==> src/rtl/core/pcmmix_pkg.sv <==
// Shared widths, mode codes and stage payload types for the PCM mixer pipeline.
package pcmmix_pkg;

    localparam int SAMPLE_W      = 16;
    localparam int FRAC_W        = 15;
    localparam int GAIN_FRAC_W   = 12;
    localparam int COEF_W        = 16;
    localparam int THRESH_W      = 15;
    localparam int KIND_W        = 2;
    localparam int CFG_ADDR_W    = 2;

    // Mixed sum of two samples, one bit of growth.
    localparam int SUM_W         = SAMPLE_W + 1;
    // First-stage products: sum squared, lin * sum, sample * gain.
    localparam int PROD_W        = 2 * SUM_W;
    // Square shifted down; the square is never negative and tops out at 2^(2*SUM_W-2).
    localparam int X2_W          = 2 * SUM_W - 1 - FRAC_W;
    localparam int CUBE_PROD_W   = X2_W + 1 + SUM_W;
    localparam int X3_W          = CUBE_PROD_W - FRAC_W;
    localparam int CUB_PROD_W    = X3_W + COEF_W + 1;
    localparam int LIN_TERM_W    = PROD_W - FRAC_W;
    localparam int CUB_TERM_W    = CUB_PROD_W - FRAC_W;
    localparam int VOL_Q_W       = PROD_W - GAIN_FRAC_W;
    localparam int RAW_W         = CUB_TERM_W + 1;
    localparam int FOLD_W        = RAW_W + 1;

    localparam logic [KIND_W-1:0] MODE_HALF   = 2'd0;
    localparam logic [KIND_W-1:0] MODE_SOFT   = 2'd1;
    localparam logic [KIND_W-1:0] MODE_FOLD   = 2'd2;
    localparam logic [KIND_W-1:0] MODE_VOLUME = 2'd3;

    localparam logic [CFG_ADDR_W-1:0] REG_THRESHOLD = 2'd0;
    localparam logic [CFG_ADDR_W-1:0] REG_LINEAR    = 2'd1;
    localparam logic [CFG_ADDR_W-1:0] REG_CUBIC     = 2'd2;
    localparam logic [CFG_ADDR_W-1:0] REG_VOLUME    = 2'd3;

    localparam logic [THRESH_W-1:0] THRESHOLD_RESET = 15'd22938;
    localparam logic [COEF_W-1:0]   LINEAR_RESET    = 16'd24567;
    localparam logic [COEF_W-1:0]   CUBIC_RESET     = 16'd16384;
    localparam logic [COEF_W-1:0]   VOLUME_RESET    = 16'd4096;

    localparam logic signed [FOLD_W-1:0] SAMPLE_MAX = 25'sd32767;
    localparam logic signed [FOLD_W-1:0] SAMPLE_MIN = -25'sd32768;
    localparam logic signed [FOLD_W-1:0] FOLD_HI    = 25'sd65534;
    localparam logic signed [FOLD_W-1:0] FOLD_LO    = -25'sd65536;

    typedef struct packed {
        logic [KIND_W-1:0]         kind;
        logic signed [SAMPLE_W-1:0] half_sum;
        logic signed [SUM_W-1:0]    sum;
        logic                       pass;
        logic signed [PROD_W-1:0]   sq;
        logic signed [PROD_W-1:0]   lin_prod;
        logic signed [PROD_W-1:0]   vol_prod;
    } front_t;

    typedef struct packed {
        logic [KIND_W-1:0]             kind;
        logic signed [SAMPLE_W-1:0]    half_sum;
        logic signed [SUM_W-1:0]       sum;
        logic                          pass;
        logic signed [LIN_TERM_W-1:0]  lin_term;
        logic signed [VOL_Q_W-1:0]     vol_q;
        logic signed [CUBE_PROD_W-1:0] cube_prod;
    } mid_t;

    typedef struct packed {
        logic [KIND_W-1:0]            kind;
        logic signed [SAMPLE_W-1:0]   half_sum;
        logic signed [SUM_W-1:0]      sum;
        logic                         pass;
        logic signed [LIN_TERM_W-1:0] lin_term;
        logic signed [VOL_Q_W-1:0]    vol_q;
        logic signed [CUB_PROD_W-1:0] cub_prod;
    } cube_t;

endpackage

==> src/rtl/core/pcmmix_cube.sv <==
// Second and third pipeline stages: cube of the sum and the cubic-term product.
module pcmmix_cube
    import pcmmix_pkg::*;
(
    input  logic              clk,
    input  logic              rst_n,
    input  logic              in_valid,
    output logic              in_ready,
    input  front_t            in_data,
    input  logic [COEF_W-1:0] cubic_coefficient,
    output logic              out_valid,
    input  logic              out_ready,
    output cube_t             out_data
);

    logic  mid_valid_reg;
    mid_t  mid_reg;
    mid_t  mid_next;
    logic  mid_ready;
    logic  cube_valid_reg;
    cube_t cube_reg;
    cube_t cube_next;

    assign mid_ready = !cube_valid_reg || out_ready;
    assign in_ready  = !mid_valid_reg || mid_ready;
    assign out_valid = cube_valid_reg;
    assign out_data  = cube_reg;

    always_comb
    begin
        logic [X2_W-1:0]               x2;
        logic signed [CUBE_PROD_W-1:0] x2_w;
        logic signed [CUBE_PROD_W-1:0] sum_w;
        logic signed [PROD_W-1:0]      vol_adj;

        // The square is non-negative, so the floor shift is a plain bit slice.
        x2    = in_data.sq[PROD_W-2:FRAC_W];
        x2_w  = $signed({{(CUBE_PROD_W-X2_W){1'b0}}, x2});
        sum_w = CUBE_PROD_W'(in_data.sum);

        // Volume divide truncates toward zero: bias negative products first.
        if (in_data.vol_prod < 0)
        begin
            vol_adj = in_data.vol_prod + PROD_W'((1 << GAIN_FRAC_W) - 1);
        end
        else
        begin
            vol_adj = in_data.vol_prod;
        end

        mid_next.kind      = in_data.kind;
        mid_next.half_sum  = in_data.half_sum;
        mid_next.sum       = in_data.sum;
        mid_next.pass      = in_data.pass;
        mid_next.lin_term  = in_data.lin_prod[PROD_W-1:FRAC_W];
        mid_next.vol_q     = vol_adj[PROD_W-1:GAIN_FRAC_W];
        mid_next.cube_prod = x2_w * sum_w;
    end

    always_comb
    begin
        logic signed [X3_W-1:0]       x3;
        logic signed [CUB_PROD_W-1:0] x3_w;
        logic signed [CUB_PROD_W-1:0] cub_w;

        x3    = mid_reg.cube_prod[CUBE_PROD_W-1:FRAC_W];
        x3_w  = CUB_PROD_W'(x3);
        cub_w = $signed({{(CUB_PROD_W-COEF_W){1'b0}}, cubic_coefficient});

        cube_next.kind     = mid_reg.kind;
        cube_next.half_sum = mid_reg.half_sum;
        cube_next.sum      = mid_reg.sum;
        cube_next.pass     = mid_reg.pass;
        cube_next.lin_term = mid_reg.lin_term;
        cube_next.vol_q    = mid_reg.vol_q;
        cube_next.cub_prod = x3_w * cub_w;
    end

    always_ff @(posedge clk or negedge rst_n)
    begin
        if (!rst_n)
        begin
            mid_valid_reg  <= 1'b0;
            cube_valid_reg <= 1'b0;
        end
        else
        begin
            if (in_ready)
            begin
                mid_valid_reg <= in_valid;
            end
            if (mid_ready)
            begin
                cube_valid_reg <= mid_valid_reg;
            end
        end
    end

    always_ff @(posedge clk)
    begin
        if (in_ready && in_valid)
        begin
            mid_reg <= mid_next;
        end
        if (mid_ready && mid_valid_reg)
        begin
            cube_reg <= cube_next;
        end
    end

endmodule

==> config.mk <==
export PLATFORM = sky130hd
export DESIGN_NAME = pcmmix_cube
export DESIGN_NICKNAME = d
export VERILOG_FILES = /design/src/rtl/core/pcmmix_pkg.sv /design/src/rtl/core/pcmmix_cube.sv
export SDC_FILE = /design/constraint.sdc
export NUM_CORES = 2
export LEC_CHECK = 0
export ABC_AREA = 1
export BUFFER_PORTS_ARGS = -buffer_cell sky130_fd_sc_hd__buf_2
export CAP_MARGIN = 20
export CORE_MARGIN = 2
export CORE_UTILIZATION = 63
export DETAILED_ROUTE_END_ITERATION = 6
export PLACE_DENSITY_LB_ADDON = 0.15
export SYNTH_ARGS = -nofsm -noshare
export SYNTH_HDL_FRONTEND = slang
export SYNTH_SLANG_ARGS = --single-unit
==> constraint.sdc <==
create_clock -name clk -period 7.2 [get_ports clk]
set_input_delay 1.44 -clock clk [delete_from_list [all_inputs] [get_ports clk]]
set_output_delay 1.44 -clock clk [all_outputs]
set_load 0.02 [all_outputs]
---- After elaboration in Yosys (flattened, before gate mapping) ----
Cells that the tools add are included.
word-level totals
  bits of input ports ..................... 158
  logic and storage cells ................. 27
  output and inout port bits .............. 117
  bits in registers ....................... 230
cells by class
  $add $sub $neg .......................... 1
  mux-type cells .......................... 1
  reductions and logical operators ........ 6
  order comparisons ....................... 1
  multiply operators ...................... 2
operator list
  operator                                                               count
  21-bit by 17-bit multiplier with 38-bit output                         1
  19-bit by 17-bit multiplier with 36-bit output                         1
  34-bit by 13-bit adder with 34-bit output, second input constant       1
  34-bit by 1-bit < comparator with 1-bit output, second input constant  1
  34-bit 2-to-1 mux                                                      1
  1-bit logical AND                                                      2
  1-bit logical NOT                                                      2
  1-bit logical OR                                                       2

---- Depth between registers and ports, before layout ----
  depth in word-level cells ............... 4
  mapped depth ............................ 28
  gate-level depth less buffers ........... 27

---- Least setup slack after synthesis ----
Ideal clock, no wire load.
  kind .................................... input -> register
  from .................................... input out_ready
  to ...................................... register cube_reg (netlist bit out_data[0]) (enable)
  stages .................................. 2
  path slack .............................. -0.448 ns
  required time ........................... 6.573 ns
  library setup time ...................... 0.627 ns
  arrival ................................. 7.020 ns
  buffers on the path ..................... 0
  path through ............................ inv_1 > a21oi_1
on the way
  longest elaborated chain between the ends .. 2
ends and longest elaborated chain
  element               RTL line            text
  start, declared       pcmmix_cube.sv:12   input logic out_ready,
  1-bit logical OR      pcmmix_cube.sv:24   assign mid_ready = !cube_valid_reg || out_ready;
  1-bit logical AND     pcmmix_cube.sv:105  if (mid_ready && mid_valid_reg)
  end signal, assigned  pcmmix_cube.sv:107  cube_reg <= cube_next;
  end, declared         pcmmix_cube.sv:21   cube_t cube_reg;
No other way between the ends.
A chain may end at the register's enable or synchronous reset.

==> impl_metrics.yaml <==
logic_synthesis:
  yosys.area.top_type: "fa_1"
  syn_area_sq_um: 31600
  async_flop_share_pct: 0.9302
  ys_types: 34
  synth_area_leaders: "fa_1 (36%), edfxtp_1 (20%), inv_1 (14%)"
  ys_seq_area_share_pct: 20.40
  synth_nets: 4684
  synth_edf_count: 213
  synth_top_area_share_pct: 36.30
  avgSynthCellArea_sq_um: 8.466
  yosysWarnings: 0
  ys_ff_latch: 215
  synth_cells: 3732
  synth-main-ff-cell: "edfxtp_1"
routing:
  drc_errors: 0
  vias: 23714
  finalWirelength_mm: 75.42
  wl_per_cell_um: 16.43
  drtAntennaViolNets: 0
  dr.pass1.iters: 6
  drt_iter0_drc: 1704
  vias_per_cell: 5.168
floorplanning:
  dieArea_sq_um: 51960
  start_util_pct: 63.37
  die_y_um: 228.0
  die_w_um: 228.0
  io_pins: 275
  fp-row-count: 82
  fp.coreArea_sq_um: 49860
final_layout:
  largest_reg_flops: 115
  drive_gt1_share_pct: 8.910
  nFillCells: 4180
  design_area_sq_um: 34250
  n_antenna_cell: 0
  nets: 4854
  area_growth_pct: 8.391
global_routing:
  grt_pass1_vias: 24911
  track_usage_pct: 30.77
  antenna_found_initial: 1
  grt_overflow: 0
  grt_max_degree: 68
  grt_pass1_wl_mm: 126.3
hold_path:
  hp-start: "cube_next[77]"
  worstHoldPathType: "flop to flop"
  min_to: "out_data[77]"
  min_path_cells: 0
placement:
  place.gp.congestion: 0.9614
  pre_cts_ws_ns: 0.1948
  portBuffers: 243
  dp_hpwl_mm: 61.62
  place_area_sq_um: 33470
timing:
  final_hold_viol_count: 0
  rsz0062_at_grt: "no"
  setup_slack_ns: 0.6340
  worstMarginPinSlew_ns: 0.9167
  hold_slack_ns: 0.4172
  relSlewSlack_pct: 38.89
  fin_tns_setup_ns: 0
  layout_min_cycle_time_ns: 6.566
  post-route-period-util_pct: 91.20
  fmax_ghz: 0.1523
  fin_skew_ns: 0.01688
  final_max_slew_viol_count: 0
  setup_viol: 0
critical_path:
  r2r-start: "mid_reg[35]"
  end_kind: "flop"
  timing.rr.end: "out_data[37]"
  path_delay_family: "adder cells"
  crit_slowest_cell: "fa_1"
  reg2reg_slack_ns: 1.10
  timing.critical_path.mode_cell: "fa_1"
  crit_chain: "buf_2, nand2_1, fa_1, fa_1, inv_1, fa_1, inv_1, fa_1, fa_1, inv_1, fa_1, ha_1, inv_1, nor3_1, nand2_1, nor2_1, nand3_1, nand4_1, nand2_1"
  arrival_ns: 6.87
  path_class: "input pin to flop"
  cp.buffers_inverters: 5
  rr_worst_depth: 19
  start_kind: "input pin"
  slowest_delay_ns: 0.57
  crit_fanout: 9
  worst_ep_required_time_ns: 7.51
run_status:
  status: "completed"
clock_tree:
  cts_setup_buffers: 0
  htree_levels: 1
  cts_buffers: 23
  tritoncts: "built"
  cts_resized: 0
  clockRootBuffer: "clkbuf_16"
  cts.path.max_buffers: 3
  hold_buffers: 0
  clock_latency_ns: 0.56
  cts.sinks: 215
  clkTransAtPathRegs_ns: 0.06
job:
  maxCapViolCount: 0
[how the worst max path moves through the flow]
stage / start / end / slack (ns) / cells past startpoint
2_1_floorplan: in_data[111] / mid_reg[33] / 0.62 / 23
3_3_place_gp: cubic_coefficient[4] / out_data[34] / 0.29 / 20
3_5_place_dp: cubic_coefficient[4] / out_data[34] / 0.19 / 20
4_1_cts: cubic_coefficient[4] / out_data[34] / 0.75 / 20
5_1_grt: cubic_coefficient[11] / out_data[37] / 0.36 / 21
6_report: cubic_coefficient[4] / out_data[37] / 0.63 / 19
[cell families (layout without fill, tap and decap cells)]
| group | Yosys count | after routing | synth area share (%) |
|---|---|---|---|
| buf+inv | 1282 | 1467 | 15.24 |
| flops | 215 | 215 | 20.40 |
| simple gates | 1273 | 1273 | 16.00 |
| fa+ha+maj | 794 | 794 | 45.06 |
| compound gates | 125 | 125 | 2.111 |
| xor+xnor | 43 | 43 | 1.192 |
[routing by layer]
layer | vias up | track usage, % | wire [um] | share of wire (%)
li1 | 11019 | - | - | -
met2 | 962 | 51.49 | 35780 | 47
met1 | 11544 | 41.49 | 30950 | 41
met3 | 187 | 4.550 | 6056 | 8.0
met4 | 2 | 10.62 | 2609 | 3.5
met5 | - | 0 | 13 | 0.017
[through the flow]
stage               utilization [%]  std cells
finish                        68.68       4589
global route                  68.68       4589
CTS                           68.68       4589
detailed placement            67.13       4549
global placement              67.13       4549
floorplan                         -       3732
[cell usage in the layout (no fill, tap or decap), types with 16 or more instances in the layout]
master / netlist / routed
fa_1: 573 / 573
nor2_1: 127 / 127
clkbuf_16: 0 / 23
a21oi_1: 74 / 73
inv_1: 1140 / 1139
edfxtp_1: 213 / 213
buf_4: 1 / 43
o21ai_0: 34 / 34
nor3_1: 16 / 16
buf_2: 0 / 243
nand4_1: 16 / 16
ha_1: 221 / 221
nand3_1: 69 / 69
nand2_1: 1008 / 1008
xor2_1: 32 / 32
[synthesized netlist by cell type (3+ instances only)]
library cell,number
inv_1,1140
nand2_1,1008
fa_1,573
ha_1,221
edfxtp_1,213
clkbuf_1,140
nor2_1,127
a21oi_1,74
nand3_1,69
o21ai_0,34
xor2_1,32
nand4_1,16
nor3_1,16
xnor2_1,11
nand2_2,9
or2_2,8
nor4_1,7
a21o_1,6
o21bai_1,6
nand3b_1,3
o21a_1,3
[layout make-up]
type	instances	area [sq um]	share of cell area, %
clock buffers	26	586.8	1.713
clock inverters	14	187.7	0.5480
inverters	1140	4282	12.50
multi-input cells	2235	20350	59.41
flip-flops and latches	215	6446	18.82
well taps	672	840.8	2.455
repair buffers	287	1559	4.552
Power is left out: the tool's default activity adds up to more than one toggle a clock period on the data nets, which glitch-free logic cannot reach.
