==> src/rtl/core/pcmmix_pkg.sv <==
// Shared widths, mode codes and stage payload types for the PCM mixer pipeline.
package pcmmix_pkg;

    localparam int SAMPLE_W      = 16;
    localparam int FRAC_W        = 15;
    localparam int GAIN_FRAC_W   = 12;
    localparam int COEF_W        = 16;
    localparam int THRESH_W      = 15;
    localparam int KIND_W        = 2;
    localparam int CFG_ADDR_W    = 2;

    // Mixed sum of two samples, one bit of growth.
    localparam int SUM_W         = SAMPLE_W + 1;
    // First-stage products: sum squared, lin * sum, sample * gain.
    localparam int PROD_W        = 2 * SUM_W;
    // Square shifted down; the square is never negative and tops out at 2^(2*SUM_W-2).
    localparam int X2_W          = 2 * SUM_W - 1 - FRAC_W;
    localparam int CUBE_PROD_W   = X2_W + 1 + SUM_W;
    localparam int X3_W          = CUBE_PROD_W - FRAC_W;
    localparam int CUB_PROD_W    = X3_W + COEF_W + 1;
    localparam int LIN_TERM_W    = PROD_W - FRAC_W;
    localparam int CUB_TERM_W    = CUB_PROD_W - FRAC_W;
    localparam int VOL_Q_W       = PROD_W - GAIN_FRAC_W;
    localparam int RAW_W         = CUB_TERM_W + 1;
    localparam int FOLD_W        = RAW_W + 1;

    localparam logic [KIND_W-1:0] MODE_HALF   = 2'd0;
    localparam logic [KIND_W-1:0] MODE_SOFT   = 2'd1;
    localparam logic [KIND_W-1:0] MODE_FOLD   = 2'd2;
    localparam logic [KIND_W-1:0] MODE_VOLUME = 2'd3;

    localparam logic [CFG_ADDR_W-1:0] REG_THRESHOLD = 2'd0;
    localparam logic [CFG_ADDR_W-1:0] REG_LINEAR    = 2'd1;
    localparam logic [CFG_ADDR_W-1:0] REG_CUBIC     = 2'd2;
    localparam logic [CFG_ADDR_W-1:0] REG_VOLUME    = 2'd3;

    localparam logic [THRESH_W-1:0] THRESHOLD_RESET = 15'd22938;
    localparam logic [COEF_W-1:0]   LINEAR_RESET    = 16'd24567;
    localparam logic [COEF_W-1:0]   CUBIC_RESET     = 16'd16384;
    localparam logic [COEF_W-1:0]   VOLUME_RESET    = 16'd4096;

    localparam logic signed [FOLD_W-1:0] SAMPLE_MAX = 25'sd32767;
    localparam logic signed [FOLD_W-1:0] SAMPLE_MIN = -25'sd32768;
    localparam logic signed [FOLD_W-1:0] FOLD_HI    = 25'sd65534;
    localparam logic signed [FOLD_W-1:0] FOLD_LO    = -25'sd65536;

    typedef struct packed {
        logic [KIND_W-1:0]         kind;
        logic signed [SAMPLE_W-1:0] half_sum;
        logic signed [SUM_W-1:0]    sum;
        logic                       pass;
        logic signed [PROD_W-1:0]   sq;
        logic signed [PROD_W-1:0]   lin_prod;
        logic signed [PROD_W-1:0]   vol_prod;
    } front_t;

    typedef struct packed {
        logic [KIND_W-1:0]             kind;
        logic signed [SAMPLE_W-1:0]    half_sum;
        logic signed [SUM_W-1:0]       sum;
        logic                          pass;
        logic signed [LIN_TERM_W-1:0]  lin_term;
        logic signed [VOL_Q_W-1:0]     vol_q;
        logic signed [CUBE_PROD_W-1:0] cube_prod;
    } mid_t;

    typedef struct packed {
        logic [KIND_W-1:0]            kind;
        logic signed [SAMPLE_W-1:0]   half_sum;
        logic signed [SUM_W-1:0]      sum;
        logic                         pass;
        logic signed [LIN_TERM_W-1:0] lin_term;
        logic signed [VOL_Q_W-1:0]    vol_q;
        logic signed [CUB_PROD_W-1:0] cub_prod;
    } cube_t;

endpackage

==> src/rtl/core/pcmmix_limit.sv <==
// Final pipeline stage: mode select, single fold, saturation and output register.
module pcmmix_limit
    import pcmmix_pkg::*;
(
    input  logic                       clk,
    input  logic                       rst_n,
    input  logic                       in_valid,
    output logic                       in_ready,
    input  cube_t                      in_data,
    output logic                       out_valid,
    input  logic                       out_ready,
    output logic signed [SAMPLE_W-1:0] mixed_sample,
    output logic                       was_limited
);

    logic                       valid_reg;
    logic signed [SAMPLE_W-1:0] sample_reg;
    logic signed [SAMPLE_W-1:0] sample_next;
    logic                       limited_reg;
    logic                       limited_next;

    assign in_ready     = !valid_reg || out_ready;
    assign out_valid    = valid_reg;
    assign mixed_sample = sample_reg;
    assign was_limited  = limited_reg;

    always_comb
    begin
        logic signed [CUB_TERM_W-1:0] cub_term;
        logic signed [RAW_W-1:0]      shaped;
        logic signed [RAW_W-1:0]      raw;
        logic signed [FOLD_W-1:0]     raw_w;
        logic signed [FOLD_W-1:0]     folded;
        logic signed [FOLD_W-1:0]     sat;

        cub_term = in_data.cub_prod[CUB_PROD_W-1:FRAC_W];
        shaped   = RAW_W'(in_data.lin_term) - RAW_W'(cub_term);

        unique case (in_data.kind)
            MODE_HALF:   raw = RAW_W'(in_data.half_sum);
            MODE_SOFT:   raw = in_data.pass ? RAW_W'(in_data.sum) : shaped;
            MODE_FOLD:   raw = RAW_W'(in_data.sum);
            MODE_VOLUME: raw = RAW_W'(in_data.vol_q);
            default:     raw = RAW_W'(in_data.sum);
        endcase

        raw_w  = FOLD_W'(raw);
        folded = raw_w;
        // Only the two summing modes reflect an overshoot back into range, once.
        if (in_data.kind == MODE_SOFT || in_data.kind == MODE_FOLD)
        begin
            priority if (raw_w > SAMPLE_MAX)
            begin
                folded = FOLD_HI - raw_w;
            end
            else if (raw_w < SAMPLE_MIN)
            begin
                folded = FOLD_LO - raw_w;
            end
            else
            begin
                folded = raw_w;
            end
        end

        priority if (folded > SAMPLE_MAX)
        begin
            sat = SAMPLE_MAX;
        end
        else if (folded < SAMPLE_MIN)
        begin
            sat = SAMPLE_MIN;
        end
        else
        begin
            sat = folded;
        end

        sample_next  = sat[SAMPLE_W-1:0];
        limited_next = (sat != raw_w);
    end

    always_ff @(posedge clk or negedge rst_n)
    begin
        if (!rst_n)
        begin
            valid_reg <= 1'b0;
        end
        else if (in_ready)
        begin
            valid_reg <= in_valid;
        end
    end

    always_ff @(posedge clk)
    begin
        if (in_ready && in_valid)
        begin
            sample_reg  <= sample_next;
            limited_reg <= limited_next;
        end
    end

endmodule

==> config.mk <==
export PLATFORM = sky130hd
export DESIGN_NAME = pcmmix_limit
export DESIGN_NICKNAME = d
export VERILOG_FILES = /design/src/rtl/core/pcmmix_pkg.sv /design/src/rtl/core/pcmmix_limit.sv
export SDC_FILE = /design/constraint.sdc
export NUM_CORES = 1
export LEC_CHECK = 0
export ABC_AREA = 1
export BUFFER_PORTS_ARGS = -buffer_cell sky130_fd_sc_hd__buf_4
export CORE_UTILIZATION = 50
export DETAILED_ROUTE_END_ITERATION = 8
export PLACE_DENSITY = 0.76
export SYNTH_ARGS = -nofsm -noshare
export SYNTH_HDL_FRONTEND = slang
export SYNTH_SLANG_ARGS = --single-unit
==> constraint.sdc <==
create_clock -name clk -period 2.3 [get_ports clk]
set_input_delay 0.115 -clock clk [delete_from_list [all_inputs] [get_ports clk]]
set_output_delay 0.115 -clock clk [all_outputs]
set_load 0.03 [all_outputs]
# After elaboration in Yosys (flattened, before gate mapping)
# Cells that the tools add are included.
# totals
reg_bits	18
latch_bits	0
ramBits	0
romBits	0
in_bits	119
out_inout_bits	19
wordCells	26
mem_count	0
# op_classes
n_addsub	3
mul	0
n_div	0
magnitude_cmp	4
n_eq_ne	4
shifts	0
muxes	7
n_bitwise	0
reduce_logical	5
# ops
operator	n
two-way mux 25 bit	5
one-hot mux 24 bit (4 select lines)	1
subtractor 17 x 24 -> 25 bit, first input constant	2
greater-than comparator 25 x 16 -> 1 bit, second input constant	1
< comparator 25 x 16 -> 1 bit, second input constant	1
inequality test 25 x 24 -> 1 bit	1
greater-than comparator 24 x 16 -> 1 bit, second input constant	1
< comparator 24 x 16 -> 1 bit, second input constant	1
two-way mux 24 bit	1
subtractor 19 x 23 -> 24 bit	1
== test 2 bit, second input constant	2
== test 2 x 1 -> 1 bit, second input constant	1
logical NOT 2 bit	1
logical OR 1 bit	2
logical AND 1 bit	1
logical NOT 1 bit	1

# Depth between registers and ports, before layout
# Gate-level depths: netlist of the first run.
# depth
ltp_word	11
ltp_mapped	40
depth_no_buf	39

# Worst setup path after synthesis of the first run
# Ideal clock, no wire load.
# synth_timing
kind	input -> register
startpoint	in in_data[60] in the netlist's numbering
endpoint	reg limited_reg (netlist: was_limited) (data pin)
setup_ps	260
arrival_ps	3923
required_ps	2040
slack_ps	-1883
path_stages	39
path_buffers	2
path_cell_list	inv_1 > ha_1 > fa_1 > inv_1 > nand3_1 > nand2_2 > nand2_1 > nand2_1 > nand2_1 > nand2_1 > nand2_1 > nand3_1 > nand2_1 > nand2_2 > nand2_4 > clkinv_2 > nand2_2 > nor2_4 > [3 not listed] > nand2_1 > nand2_1 > nand2_1 > nand2_1 > inv_1 > nor4_1 > nand3_1 > ha_1 > clkbuf_1 > a21oi_1 > o21ai_0 > nand2_2 > nand2_1 > nand2_1 > nor2_1 > nand2_1 > nor2_1 > nand3_1
# synth_between
elab_chain_len	11
word_cells_on_any_way	15
classes_between	3 x add/sub; 4 x order compare; 1 x eq/ne; 7 x mux
# synth_lines
element	line	text
start, declared	pcmmix_limit.sv:9	input cube_t in_data,
subtractor 19 x 23 -> 24 bit (*)	pcmmix_limit.sv:37	shaped = RAW_W'(in_data.lin_term) - RAW_W'(cub_term);
two-way mux 24 bit (*)	pcmmix_limit.sv:41	MODE_SOFT: raw = in_data.pass ? RAW_W'(in_data.sum) : shaped;
one-hot mux 24 bit (4 select lines) (*)	pcmmix_limit.sv:39	unique case (in_data.kind)
subtractor 17 x 24 -> 25 bit or < comparator 24 x 16 -> 1 bit (tied branches)	pcmmix_limit.sv:58, pcmmix_limit.sv:56	
two-way mux 25 bit	pcmmix_limit.sv:56	else if (raw_w < SAMPLE_MIN)
two-way mux 25 bit	pcmmix_limit.sv:52	priority if (raw_w > SAMPLE_MAX)
two-way mux 25 bit (*)	pcmmix_limit.sv:50	if (in_data.kind == MODE_SOFT || in_data.kind == MODE_FOLD)
< comparator 25 x 16 -> 1 bit	pcmmix_limit.sv:70	else if (folded < SAMPLE_MIN)
two-way mux 25 bit	pcmmix_limit.sv:70	
two-way mux 25 bit (*)	pcmmix_limit.sv:66	priority if (folded > SAMPLE_MAX)
named net sample_next[5]	pcmmix_limit.sv:18	logic signed [SAMPLE_W-1:0] sample_next;
inequality test 25 x 24 -> 1 bit (*)	pcmmix_limit.sv:80	limited_next = (sat != raw_w);
named net limited_next	pcmmix_limit.sv:20	logic limited_next;
end signal, assigned	pcmmix_limit.sv:100	limited_reg <= limited_next;
end, declared	pcmmix_limit.sv:19	logic limited_reg;
# Mark *: on every way through the listed nets, which the timed path passes. The rest lies on a longest branch.
# A chain may end at the register's enable or synchronous reset.

# Final worst setup path of the first run
# layout_timing
startpoint	in in_data[60] in the netlist's numbering
endpoint	reg limited_reg (netlist: was_limited) (data pin)
# layout_between
elab_chain_len	11
word_cells_on_any_way	15
classes_between	3 x add/sub; 4 x order compare; 1 x eq/ne; 7 x mux
# layout_lines
element	line
subtractor 19 x 23 -> 24 bit (*)	pcmmix_limit.sv:37
two-way mux 24 bit (*)	pcmmix_limit.sv:41
one-hot mux 24 bit (4 select lines) (*)	pcmmix_limit.sv:39
subtractor 17 x 24 -> 25 bit or < comparator 24 x 16 -> 1 bit (tied branches)	pcmmix_limit.sv:58, pcmmix_limit.sv:56
two-way mux 25 bit	pcmmix_limit.sv:56
two-way mux 25 bit	pcmmix_limit.sv:52
two-way mux 25 bit	pcmmix_limit.sv:50
< comparator 25 x 16 -> 1 bit	pcmmix_limit.sv:70
two-way mux 25 bit	pcmmix_limit.sv:70
two-way mux 25 bit	pcmmix_limit.sv:66
inequality test 25 x 24 -> 1 bit (*)	pcmmix_limit.sv:80
named net limited_next	pcmmix_limit.sv:20
# Marked as above.

==> results of run 1 <==
==> Yosys cell counts, types with 5 or more instances <==
library cell  instances
nor2_2               11
nand2_1             401
a221oi_1             13
clkbuf_1              8
edfxtp_1             17
inv_1               156
a21oi_1              39
nand2_2              19
buf_6                 5
inv_2                12
buf_2                12
nor3_1                6
or2_2                 6
nand3_1             128
a21oi_2               7
nor2_1              104
nand4_1              20
ha_1                 30
o21ai_0              24
==> metrics by stage <==
stage	instances	setup TNS [ps]	area [um2]	utilization	power [mW]
2_1_floorplan	1063	-19970	5560	-	1.82
3_3_place_gp	1488	-32500	7960	0.760	2.85
3_5_place_dp	1488	-33500	7960	0.760	2.88
4_1_cts	1520	-27220	8440	0.807	3.34
5_1_grt	1533	-33900	9090	0.869	3.98
6_report	1533	-31910	9090	0.869	3.76
==> critical path: cells and delay by family <==
kind,cells,cell delay (ps)
simple gates,23,2420
buf+inv,12,1140
fa+ha+maj,3,890
compound gates,1,90
==> path summary, 6_finish.rpt <==
path | slack [ps] | cells past startpoint | to
max in group asynchronous | 2050 | 2 | out_valid
worst max-delay path | -2350 | 39 | was_limited
worst min-delay path | 60 | 3 | out_valid
min in group asynchronous | 180 | 2 | out_valid
worst min register to register | 550 | 2 | out_valid
worst max register to register | 1150 | 2 | mixed_sample[13]
==> kinds of logic after synthesis <==
| group | count (synthesis) | share of synthesized area |
|---|---|---|
| AO/OA/AOI/OAI | 96 | 0.105 |
| XOR/XNOR | 1 | 0.00160 |
| adder cells (fa/ha/maj) | 31 | 0.0723 |
| buffers and inverters | 200 | 0.152 |
| flip-flops | 18 | 0.0980 |
| AND/OR/NAND/NOR | 717 | 0.572 |
==> area by class of cell <==
cell class	count	area share
inverter	172	0.0742
timing repair buffer	356	0.311
tap	136	0.0187
sequential	18	0.0589
timing repair inverter	1	0.00124
clock buffer	4	0.00605
multi-input combinational	846	0.530
==> power groups by stage <==
stage | clock network (mW) | registers (mW) | logic [mW]
after detailed placement | 0 | 0.431 | 2.45
after CTS | 0.257 | 0.424 | 2.66
after global routing | 0.265 | 0.426 | 3.29
final | 0.252 | 0.423 | 3.09
after global placement | 0 | 0.429 | 2.42
after floorplan | 0 | 0.501 | 1.32
==> layer usage <==
metal,global-route usage,up-vias
met5,0,-
met4,0.0930,0
met3,0.0625,159
met2,0.628,685
met1,0.518,3873
li1,-,4057
==> flip-flops by register name, indices dropped and copies added, names as in the netlist <==
signal        count
mixed_sample     16
out_valid         1
was_limited       1
==> what timing repair did <==
action                                 in CTS  in global routing
endpoints found under the hold margin       1                  0
pin swaps                                  31                 49
setup buffers                              29                 13
setup endpoints to repair                  17                 17
gates resized for setup                    52                131
hold buffers                                1                  0
cloned                                      2                  0
==> results.txt, run 1 <==
* Count of yosys warnings during synthesis: 0
- At the later pin of the worst-skew pair, clock insertion delay measures 250 ps.
- The final reports fail on setup timing.
- On the final layout, the worst hold slack is 64.2 ps.
- Worst Min Path Start: in_valid
* Result of the run: finished, violations left
- Share of the synthesized area in the top cell type: 0.275
* Nets in the synthesized netlist: between 1,000 and 1,500
- IO Pins: 138
* Post-route minimum period: 4650 ps
- Net count of the finished layout: 1,548
* Combinational cell fraction of total power: 0.820
- After layout, the worst setup slack is -2350 ps.
- Met1 routed wirelength after detailed routing: 9.47 mm
* Maximum VDD drop: 373 uV
* Vias after detailed routing: 8,774
* Leading cell type in the layout, fill and taps excluded: nand2_1
* Power Density: 414 nW/um2
- The final layout contains routed wiring with a total length of 24.9 mm.
* WP data arrival: approximately 4700 ps
* Average routed wire per standard cell: 16.2 um
* FF+latch area: ~540 um2
- Fraction of layout cells with a size suffix above 1: 0.398
- The synthesized netlist contains 46 unique library cells.
- In this run the top signal layer used is met4.
* Count of input and output buffers: 122
- In the final layout, the multi-input gates occupy just under 5000 um2.
* Worst clock skew: 2.79 ps
- Final Hold Viols: 0
* Via/cell ratio: roughly 5.7
- Biggest area contributors in the synthesized netlist: nand2_1 28%, nand3_1 12%, inv_1 11%
* Number of iterations in the first detailed-routing pass: 8
- Number of buffers inserted during clock tree synthesis: 3
- Routed met3 length: 3.17 mm
- R2r startpoint: out_valid
- Post-place setup slack: -2360 ps
- CTS built an H-tree with a depth of 1.
* Core Region: about 10,000 um2
- Number of max-slew violations in the final report: 0
- Cell count after synthesis: 1,063
- After synthesis, the share of flip-flops with an asynchronous set or reset is 0.0556.
- Cell-internal power: 1.91 mW
- Crit path max fanout: 6
- The die is 107 um tall.
- Starting Density: 0.522
- Switching part of the total: 0.493
- Reg power frac: 0.113
- Reported max-cap violation count: 0
- Data required, critical path: around 2300 ps
- Critical-path top delay cell: fa_2
* Startpoint type of the worst setup path: primary input
- In this run the static leakage power is ~5 nW.
- The worst pin sits at a relative slew slack of 0.646.
- TritonCTS clock tree: yes
* Clock transition at path regs: 70 ps
* CTS root buffer: clkbuf_8
- The share of total power dissipated in the clock network is 0.067.
* Average cell area after synthesis: ~5.1 um2
* Count of state elements after synthesis: 18
- Setup-violating endpoint count in the final report: 17
- Antenna cells: 0
- Max clock buf depth: 2
- The routed design uses 10.9 mm of met2 wire.
* Area grow syn2layout: 66.4%
* Type of the worst setup path: primary input to flip-flop
- On the worst path, the slowest cell contributes a delay of 410 ps.
- Setup repair after global routing missed its margin: true
- The number of global-route vias before repair was 7,599.
- In this run, synthesis inferred 17 flip-flops with an integrated enable.
* Pin count of the biggest net entering global routing: 22
- Gpl congestion: 0.983
- Placed wire-length estimate: 17.5 mm
* Iteration-0 DRC Markers: 932
- Number of sinks handled by clock tree synthesis: 18
- The synthesized netlist occupies a cell area of ~5500 um2.
* Antenna Violating Nets Remaining: 0
- Global-route wire length before repair: between 30 and 40 mm
* Post-route clock period utilization: 2.02
- The worst setup path is captured at a flip-flop.
- After filler insertion, the fill cell instance count of the layout stands at 635.
- The most used flip-flop cell after synthesis is edfxtp_1.
- The floorplan step defined a die boundary enclosing roughly 11,000 um2.
- Residual DRC count: 0
* Kind of path behind the tightest hold check: primary input to flip-flop
- Switching power: roughly 1.9 mW
* Max Fclk: 215 MHz
- Antenna violations before repair: 0
- The initialized floorplan defines 37 standard-cell rows.
- The floorplan step set the die width to around 110 um.
* Residual overflow from global routing: 0
- In the global route stage, overall resource usage came out at 0.382.
- For this run, the register share of the synthesized area comes to 0.0980.
* Worst setup path start: in_data[60]
- In the layout the commonest cells are 357 x nand2_1, 329 x buf_4, 150 x inv_1, 105 x nand3_1, 81 x nor2_1.
* Transition time at the pin with the least slew margin: 528 ps
* Largest area contributor in the synthesized netlist: nand2_1
No activity file was read; power rests on OpenSTA's default activity.
==> inputs of run 2 (changes only) <==
--- a/config.mk
+++ b/config.mk
@@ -10,6 +10,7 @@
 export CORE_UTILIZATION = 50
 export DETAILED_ROUTE_END_ITERATION = 8
 export PLACE_DENSITY = 0.76
+export SKIP_CTS_REPAIR_TIMING = 1
 export SYNTH_ARGS = -nofsm -noshare
 export SYNTH_HDL_FRONTEND = slang
 export SYNTH_SLANG_ARGS = --single-unit
==> run 2 against run 1 <==
The flow still finishes with violations (setup timing); via count shrank 5.2%; routed wire length shrank 8.0%; clock skew grew 0.88 ps; global-route usage shrank 2.1 points; combinational power decreased by 6%.
==> results.txt, run 2 (synthesis results as in run 1) <==
* Result of the run: finished, violations left
* Violated checks: setup timing
* Area grow syn2layout: 61.5%
- In the layout the commonest cells are 362 x nand2_1, 323 x buf_4, 150 x inv_1, 108 x nand3_1, 83 x nor2_1.
* Logic depth of the worst setup path including buffers: 35 (-10%)
- The overall power after layout came to 3.59 mW (-4.6%).
- Count of input and output buffers: 122 (unchanged)
- The max-capacitance violation count was 0 (unchanged).
* CP Capture Point: was_limited
- The number of hold violations in the final report was 0 (unchanged).
- The cell row count came to 37 (unchanged).
* Leading cell type in the layout, fill and taps excluded: nand2_1
- Antenna violations before repair: 0 (unchanged)
* Via/cell ratio: 5.49 (-4.1%)
* Worst clock skew: 3.67 ps (+0.879 ps)
* R2r startpoint: out_valid
- Fraction of layout cells with a size suffix above 1: 0.385 (-0.0132)
- Number of buffers and inverters on the critical path: 7 (-5)
- The overflow left after global routing was 0 (unchanged).
* Number of max-slew violations in the final report: 0 (unchanged)
- R2R cell count: 2 (unchanged)
- The number of global-route vias before repair was 7,235 (-4.8%).
- Relative max-transition margin: 0.652 (+0.00617)
- The maximum fanout along the worst path came to 7 (+1).
* Core Region: 10,500 um2 (unchanged)
* Slack of the worst reg-to-reg path: 1190 ps (+40 ps)
- The final-report setup violation count was 17 (unchanged).
- Max Fclk: 218 MHz (+1.4%)
* Placed wire-length estimate: 17.5 mm (unchanged)
- Transition time at the pin with the least slew margin: 522 ps (-6.07 ps)
* CTS root buffer: clkbuf_8
* Data required, critical path: 2300 ps (about the same)
- Die outline width: 107 um (unchanged)
* Critical-path top delay cell: fa_2
* Maximum VDD drop: 381 uV (+2.2%)
- The clock input transition at the sequential cells of the worst setup and hold paths was 70 ps (about the same).
- The worst hold path belongs to the class primary input to flip-flop.
- The detailed-route via count is 8,317 (-5.2%).
- The leakage power is 4.87 nW (-2.8%).
* Largest register FFs: 16 (unchanged)
- Type of the worst setup path: primary input to flip-flop
* Average routed wire per standard cell: 15.1 um (-7.0%)
- The arrival time at the worst endpoint came to 4580 ps (-70 ps).
- Post-route clock period utilization: 1.99 (-0.0272)
* Startpoint type of the worst setup path: primary input
- The number of placed cells counting well taps came to 1,488 (unchanged).
- Die outline area: 11,400 um2 (unchanged)
- Iteration-0 DRC Markers: 997 (+7.0%)
* Slowest cell delay on critical path: 360 ps (-50 ps)
* Worst setup margin: -2280 ps (+62.5 ps)
* Insertion delay of the later-clocked pin in the worst-skew pair: 250 ps (about the same)
* Net count of the finished layout: 1,531 (-1.1%)
- Number of H-tree branching levels: 1 (unchanged)
- The effective utilization at floorplan is 0.522 (unchanged).
- Max clock buf depth: 2 (unchanged)
- Critical path capture point type: flip-flop
- The final critical delay including setup and external delays came to 4580 ps (-62.5 ps).
- The total length of routed wires was 22.9 mm (-8.0%).
* Most common cell on crit path: nand2_1
* Number of sinks handled by clock tree synthesis: 18 (unchanged)
- The die span in y came to 107 um (unchanged).
- The global-route wire length before repair was 33.2 mm (-5.5%).
- Pin count of the biggest net entering global routing: 22 (unchanged)
- Gpl congestion: 0.983 (unchanged)
* Delay-heaviest family, CP: simple AND/OR/NAND/NOR gates
- The antenna violation net count after detailed routing was 0 (unchanged).
- The CTS buffer count is 3 (unchanged).
- The number of standard cells in the layout, taps in and fillers out was 1,516 (-1.1%).
* All-Layer GR Usage: 0.361 (-0.0214)
- Worst setup path start: in_data[15]
- The number of top-level pins was 138 (unchanged).
- TritonCTS clock tree: yes
* Number of iterations in the first detailed-routing pass: 6 (-2)
* Fin Setup TNS: -30,780 ps (+1130 ps)
- Worst R2R End: mixed_sample[3]
- Setup repair after global routing could not meet its margin everywhere.
* Residual DRC count: 0 (unchanged)
* Antenna cells: 0 (unchanged)
- Power Density: 407 nW/um2 (-1.7%)
run 2: cell count changes in the layout (fill, tap and decap cells not counted), moves of 3 or more:
cell and delta:
nor2_4 -3, nand3_1 +3, o21ai_1 -3, buf_4 -6, nand2_1 +5, buf_6 -10, nand2_4 -6
run 2: layer usage:
layer  GRT usage  part of all wire  up-vias
met5           0                 0        -
met4      0.0724             0.031        0
met3      0.0509              0.11       80
met2       0.588              0.45      534
met1       0.503              0.41     3676
li1            -                 -     4027
run 2: layout make-up:
cell class,instances,area (um2)
multi-input cells,846,4740
repair buffers,340,2660
fillers,711,1630
inverters,172,674
clock buffers,4,55.1
well taps,136,170
flip-flops and latches,18,536
run 2: power breakdown:
part / switching, mW / total (mW) / leakage, nW / internal [mW]
clock: 0.0965 / 0.248 / 0.0288 / 0.152
combinational: 1.64 / 2.92 / 4.67 / 1.28
sequential: 0.0104 / 0.424 / 0.168 / 0.414
total: 1.74 / 3.59 / 4.87 / 1.85
run 2: worst min-delay path by stage:
stage,startpoint,endpoint,slack (ps),cells past startpoint
floorplan,rst_n,out_valid,-180,0
global placement,rst_n,out_valid,-110,1
detailed placement,rst_n,out_valid,-110,1
CTS,rst_n,out_valid,-380,1
global route,in_valid,out_valid,100,3
finish,in_valid,out_valid,80,3
run 2: worst register-to-register path: cells and delay by family (launching register included):
kind                   cells  cell delay (ps)
buffers and inverters      1              260
flip-flops                 1              390
AO/OA/AOI/OAI              1              150
run 2: stage by stage:
step | util | instance area (um2) | worst slack (ps) | hold WS, ps
global placement | 0.760 | 7960 | -2320 | -110
detailed placement | 0.760 | 7960 | -2360 | -109
CTS | 0.766 | 8010 | -2130 | -380
global route | 0.844 | 8830 | -2500 | 102
finish | 0.844 | 8830 | -2280 | 79.4
floorplan | - | 5560 | -1600 | -181
==> inputs of run 3 (changes only) <==
--- a/config.mk
+++ b/config.mk
@@ -6,7 +6,7 @@
 export NUM_CORES = 1
 export LEC_CHECK = 0
 export ABC_AREA = 1
-export BUFFER_PORTS_ARGS = -buffer_cell sky130_fd_sc_hd__buf_4
+export BUFFER_PORTS_ARGS = -buffer_cell sky130_fd_sc_hd__buf_2
 export CORE_UTILIZATION = 50
 export DETAILED_ROUTE_END_ITERATION = 8
 export PLACE_DENSITY = 0.76
==> run 3 against run 2 <==
The flow still finishes with violations (setup timing); sequential share of layout area grew 0.51 points; critical path depth down 2; first-iteration DRC count is 8.7% lower; cell count decreased by 1.6%; non-clock buffer count decreased by 27; global-route usage down 0.83 points; sequential cell count is the same; combinational power fell by 8.6%; sequential power barely moved; core utilization fell by 6.6 points; largest power group unchanged.
==> results.txt, run 3 (synthesis results as in run 1) <==
- TritonCTS built the clock tree.
* R2r startpoint: out_valid
* All-Layer GR Usage: 0.352 (-0.00826)
- Maximum VDD drop: 338 uV (-11%)
- The clock input transition at the sequential cells of the worst setup and hold paths is 70 ps (about the same).
- Critical path capture point type: flip-flop
* Gpl congestion: 0.986 (+0.31%)
- Kind of path behind the tightest hold check: primary input to flip-flop
- Relative to the synthesized area, the layout overhead comes to 48.9%.
* Worst Min Path Start: in_valid
* Number of max-slew violations in the final report: 0 (unchanged)
- The worst path buffer plus inverter count came to 5 (-2).
* Die outline area: 11,400 um2 (unchanged)
* Delay-heaviest family, CP: simple AND/OR/NAND/NOR gates
- The die span in x is 107 um (unchanged).
- Antenna cells: 0 (unchanged)
- Final Total Pwr: 3.36 mW (-6.5%)
* Number of instances on the worst hold path: 3 (unchanged)
- Final Instance Area: 8140 um2 (-7.8%)
- The number of hold violations in the final report came to 0 (unchanged).
* Type of the worst setup path: primary input to flip-flop
* Power Density: 412 nW/um2 (+1.4%)
* Setup repair after global routing missed its margin: true
- Antenna violations before repair: 0 (unchanged)
- The flip-flop count of the largest register, all copies and words added came to 16 (unchanged).
- The minimum hold slack came to 57.1 ps (-22.3 ps).
- Residual DRC count: 0 (unchanged)
- Cell Count, Final, Fillers Out: 1,491 (-1.6%)
- The leakage power came to 4.61 nW (-5.4%).
* Slowest cell delay on critical path: 470 ps (+110 ps)
* Number of buffers inserted during clock tree synthesis: 3 (unchanged)
- Slack of the worst reg-to-reg path: 1140 ps (-50 ps)
* Most common cell on crit path: nand3_2
- The post-route fraction of the period consumed by the critical path is 1.93 (-0.0624).
- Setup-violating endpoint count in the final report: 17 (unchanged)
- The required time at the endpoint of the critical path is 2310 ps (about the same).
- Endpoint of the worst hold-timing path: out_valid
- The maximum fanout along the worst path is 7 (unchanged).
- Core Region: 10,500 um2 (unchanged)
- The die span in y is 107 um (unchanged).
- Leading cell types in the layout, fill and taps excluded: 374 x nand2_1, 175 x buf_4, 150 x inv_1, 120 x buf_2, 112 x nand3_1
- Reported max-cap violation count: 0 (unchanged)
* Antenna Violating Nets Remaining: 0 (unchanged)
- FF+latch area: 536 um2 (unchanged)
* Area of the multi-input gates: 4540 um2 (-4.1%)
- Total number of placement rows: 37 (unchanged)
- WP data arrival: 4450 ps (-130 ps)
- Relative max-transition margin: 0.634 (-0.0177)
- Critical-path top delay cell: fa_2
- The half-perimeter wire length after placement was 16.9 mm (-3.4%).
- Violated checks: setup timing
- Max Fclk: 225 MHz (+3.2%)
- The filler cell count in the final layout came to 854 (+20%).
* Starting Density: 0.522 (unchanged)
- Startpoint type of the worst setup path: primary input
- The total length of routed wires was 21.3 mm (-6.9%).
* Residual overflow from global routing: 0 (unchanged)
- The first-pass iteration count of the detailed router was 6 (unchanged).
* Transition time at the pin with the least slew margin: 549 ps (+26.5 ps)
- Insertion delay of the later-clocked pin in the worst-skew pair: 260 ps (about the same)
* Placed cell count: 1,474 (-0.94%)
* Global-route wire length before repair: 32.4 mm (-2.4%)
- The tree is rooted in a clkbuf_8.
- Pin count of the biggest net entering global routing: 33 (+50%)
- The number of top-level pins came to 138 (unchanged).
* Number of H-tree branching levels: 1 (unchanged)
- The number of buffer cells added on primary ports was 122 (unchanged).
* Worst clock skew: 2.54 ps (-1.13 ps)
- The placed cell area is 7530 um2 (-5.3%).
- The library cell used most frequently in the layout, excluding fill and tap cells, is nand2_1.
- The detailed-route via count was 8,134 (-2.2%).
- The depth of the most critical reg-to-reg path is 2 (unchanged).
* Fraction of layout cells with a size suffix above 1: 0.355 (-0.0298)
- Iteration-0 DRC Markers: 910 (-8.7%)
* Worst R2R End: mixed_sample[11]
- Max clock buf depth: 2 (unchanged)
- Number of sinks handled by clock tree synthesis: 18 (unchanged)
* Average routed wire per standard cell: 14.3 um (-5.3%)
- Result of the run: finished, violations left
- Net count of the finished layout: 1,506 (-1.6%)
* Post-route minimum period: 4440 ps (-144 ps)
- Worst setup margin: -2140 ps (+144 ps)
- The number of global-route vias before repair is 7,109 (-1.7%).
- Via/cell ratio: 5.46 (-0.56%)
## run 3: cell types whose count changed in the layout (fill, tap and decap cells not counted), moves of 3 or more
cell / delta
a21oi_1: +3
a21oi_4: -3
buf_2: +119
buf_4: -148
buf_6: +4
ha_1: +5
ha_4: -7
nand2_1: +12
nand2_2: -14
nand3_1: +4
nor2_1: +3
nor2_4: -3
## run 3: how the worst max path moves through the flow
stage          depth (start not counted)           to        start  slack, ps
5_1_grt                               36  was_limited  in_data[60]      -2370
3_3_place_gp                          39  was_limited  in_data[60]      -2350
3_5_place_dp                          39  was_limited  in_data[60]      -2530
4_1_cts                               39  was_limited  in_data[60]      -2270
2_1_floorplan                         34  was_limited  in_data[60]      -1600
6_report                              33  was_limited  in_data[60]      -2140
## run 3: power by group
group          total [mW]  internal (mW)  leakage [nW]  switching [mW]
Sequential          0.421          0.413         0.168         0.00786
Clock               0.262          0.152        0.0288           0.110
Combinational        2.67           1.11          4.41            1.56
Total                3.36           1.68          4.61            1.68
## run 3: routing by layer
layer / track usage / up-vias / part of all wire
li1: - / 3977 / -
met1: 0.487 / 3596 / 0.42
met2: 0.576 / 493 / 0.44
met3: 0.0319 / 68 / 0.10
met4: 0.108 / 0 / 0.032
met5: 0 / - / 0
## run 3: final cells by class
class	count	area share
clock buffers	4	0.00676
well taps	136	0.0209
repair buffers	313	0.264
repair inverters	2	0.00169
inverters	172	0.0833
flip-flops and latches	18	0.0658
multi-input cells	846	0.558
## run 3: through the flow
step	util	setup slack [ps]	TNS (ps)
final	0.778	-2140	-28770
after global routing	0.778	-2370	-31980
after CTS	0.725	-2270	-32170
after detailed placement	0.720	-2530	-36530
after global placement	0.720	-2350	-34120
after floorplan	-	-1600	-19970
## run 3: worst register-to-register path, cell delays in order, from the launching register on
cell	delay, ps
dfrtp_1	400
a21oi_1	170
buf_4	270
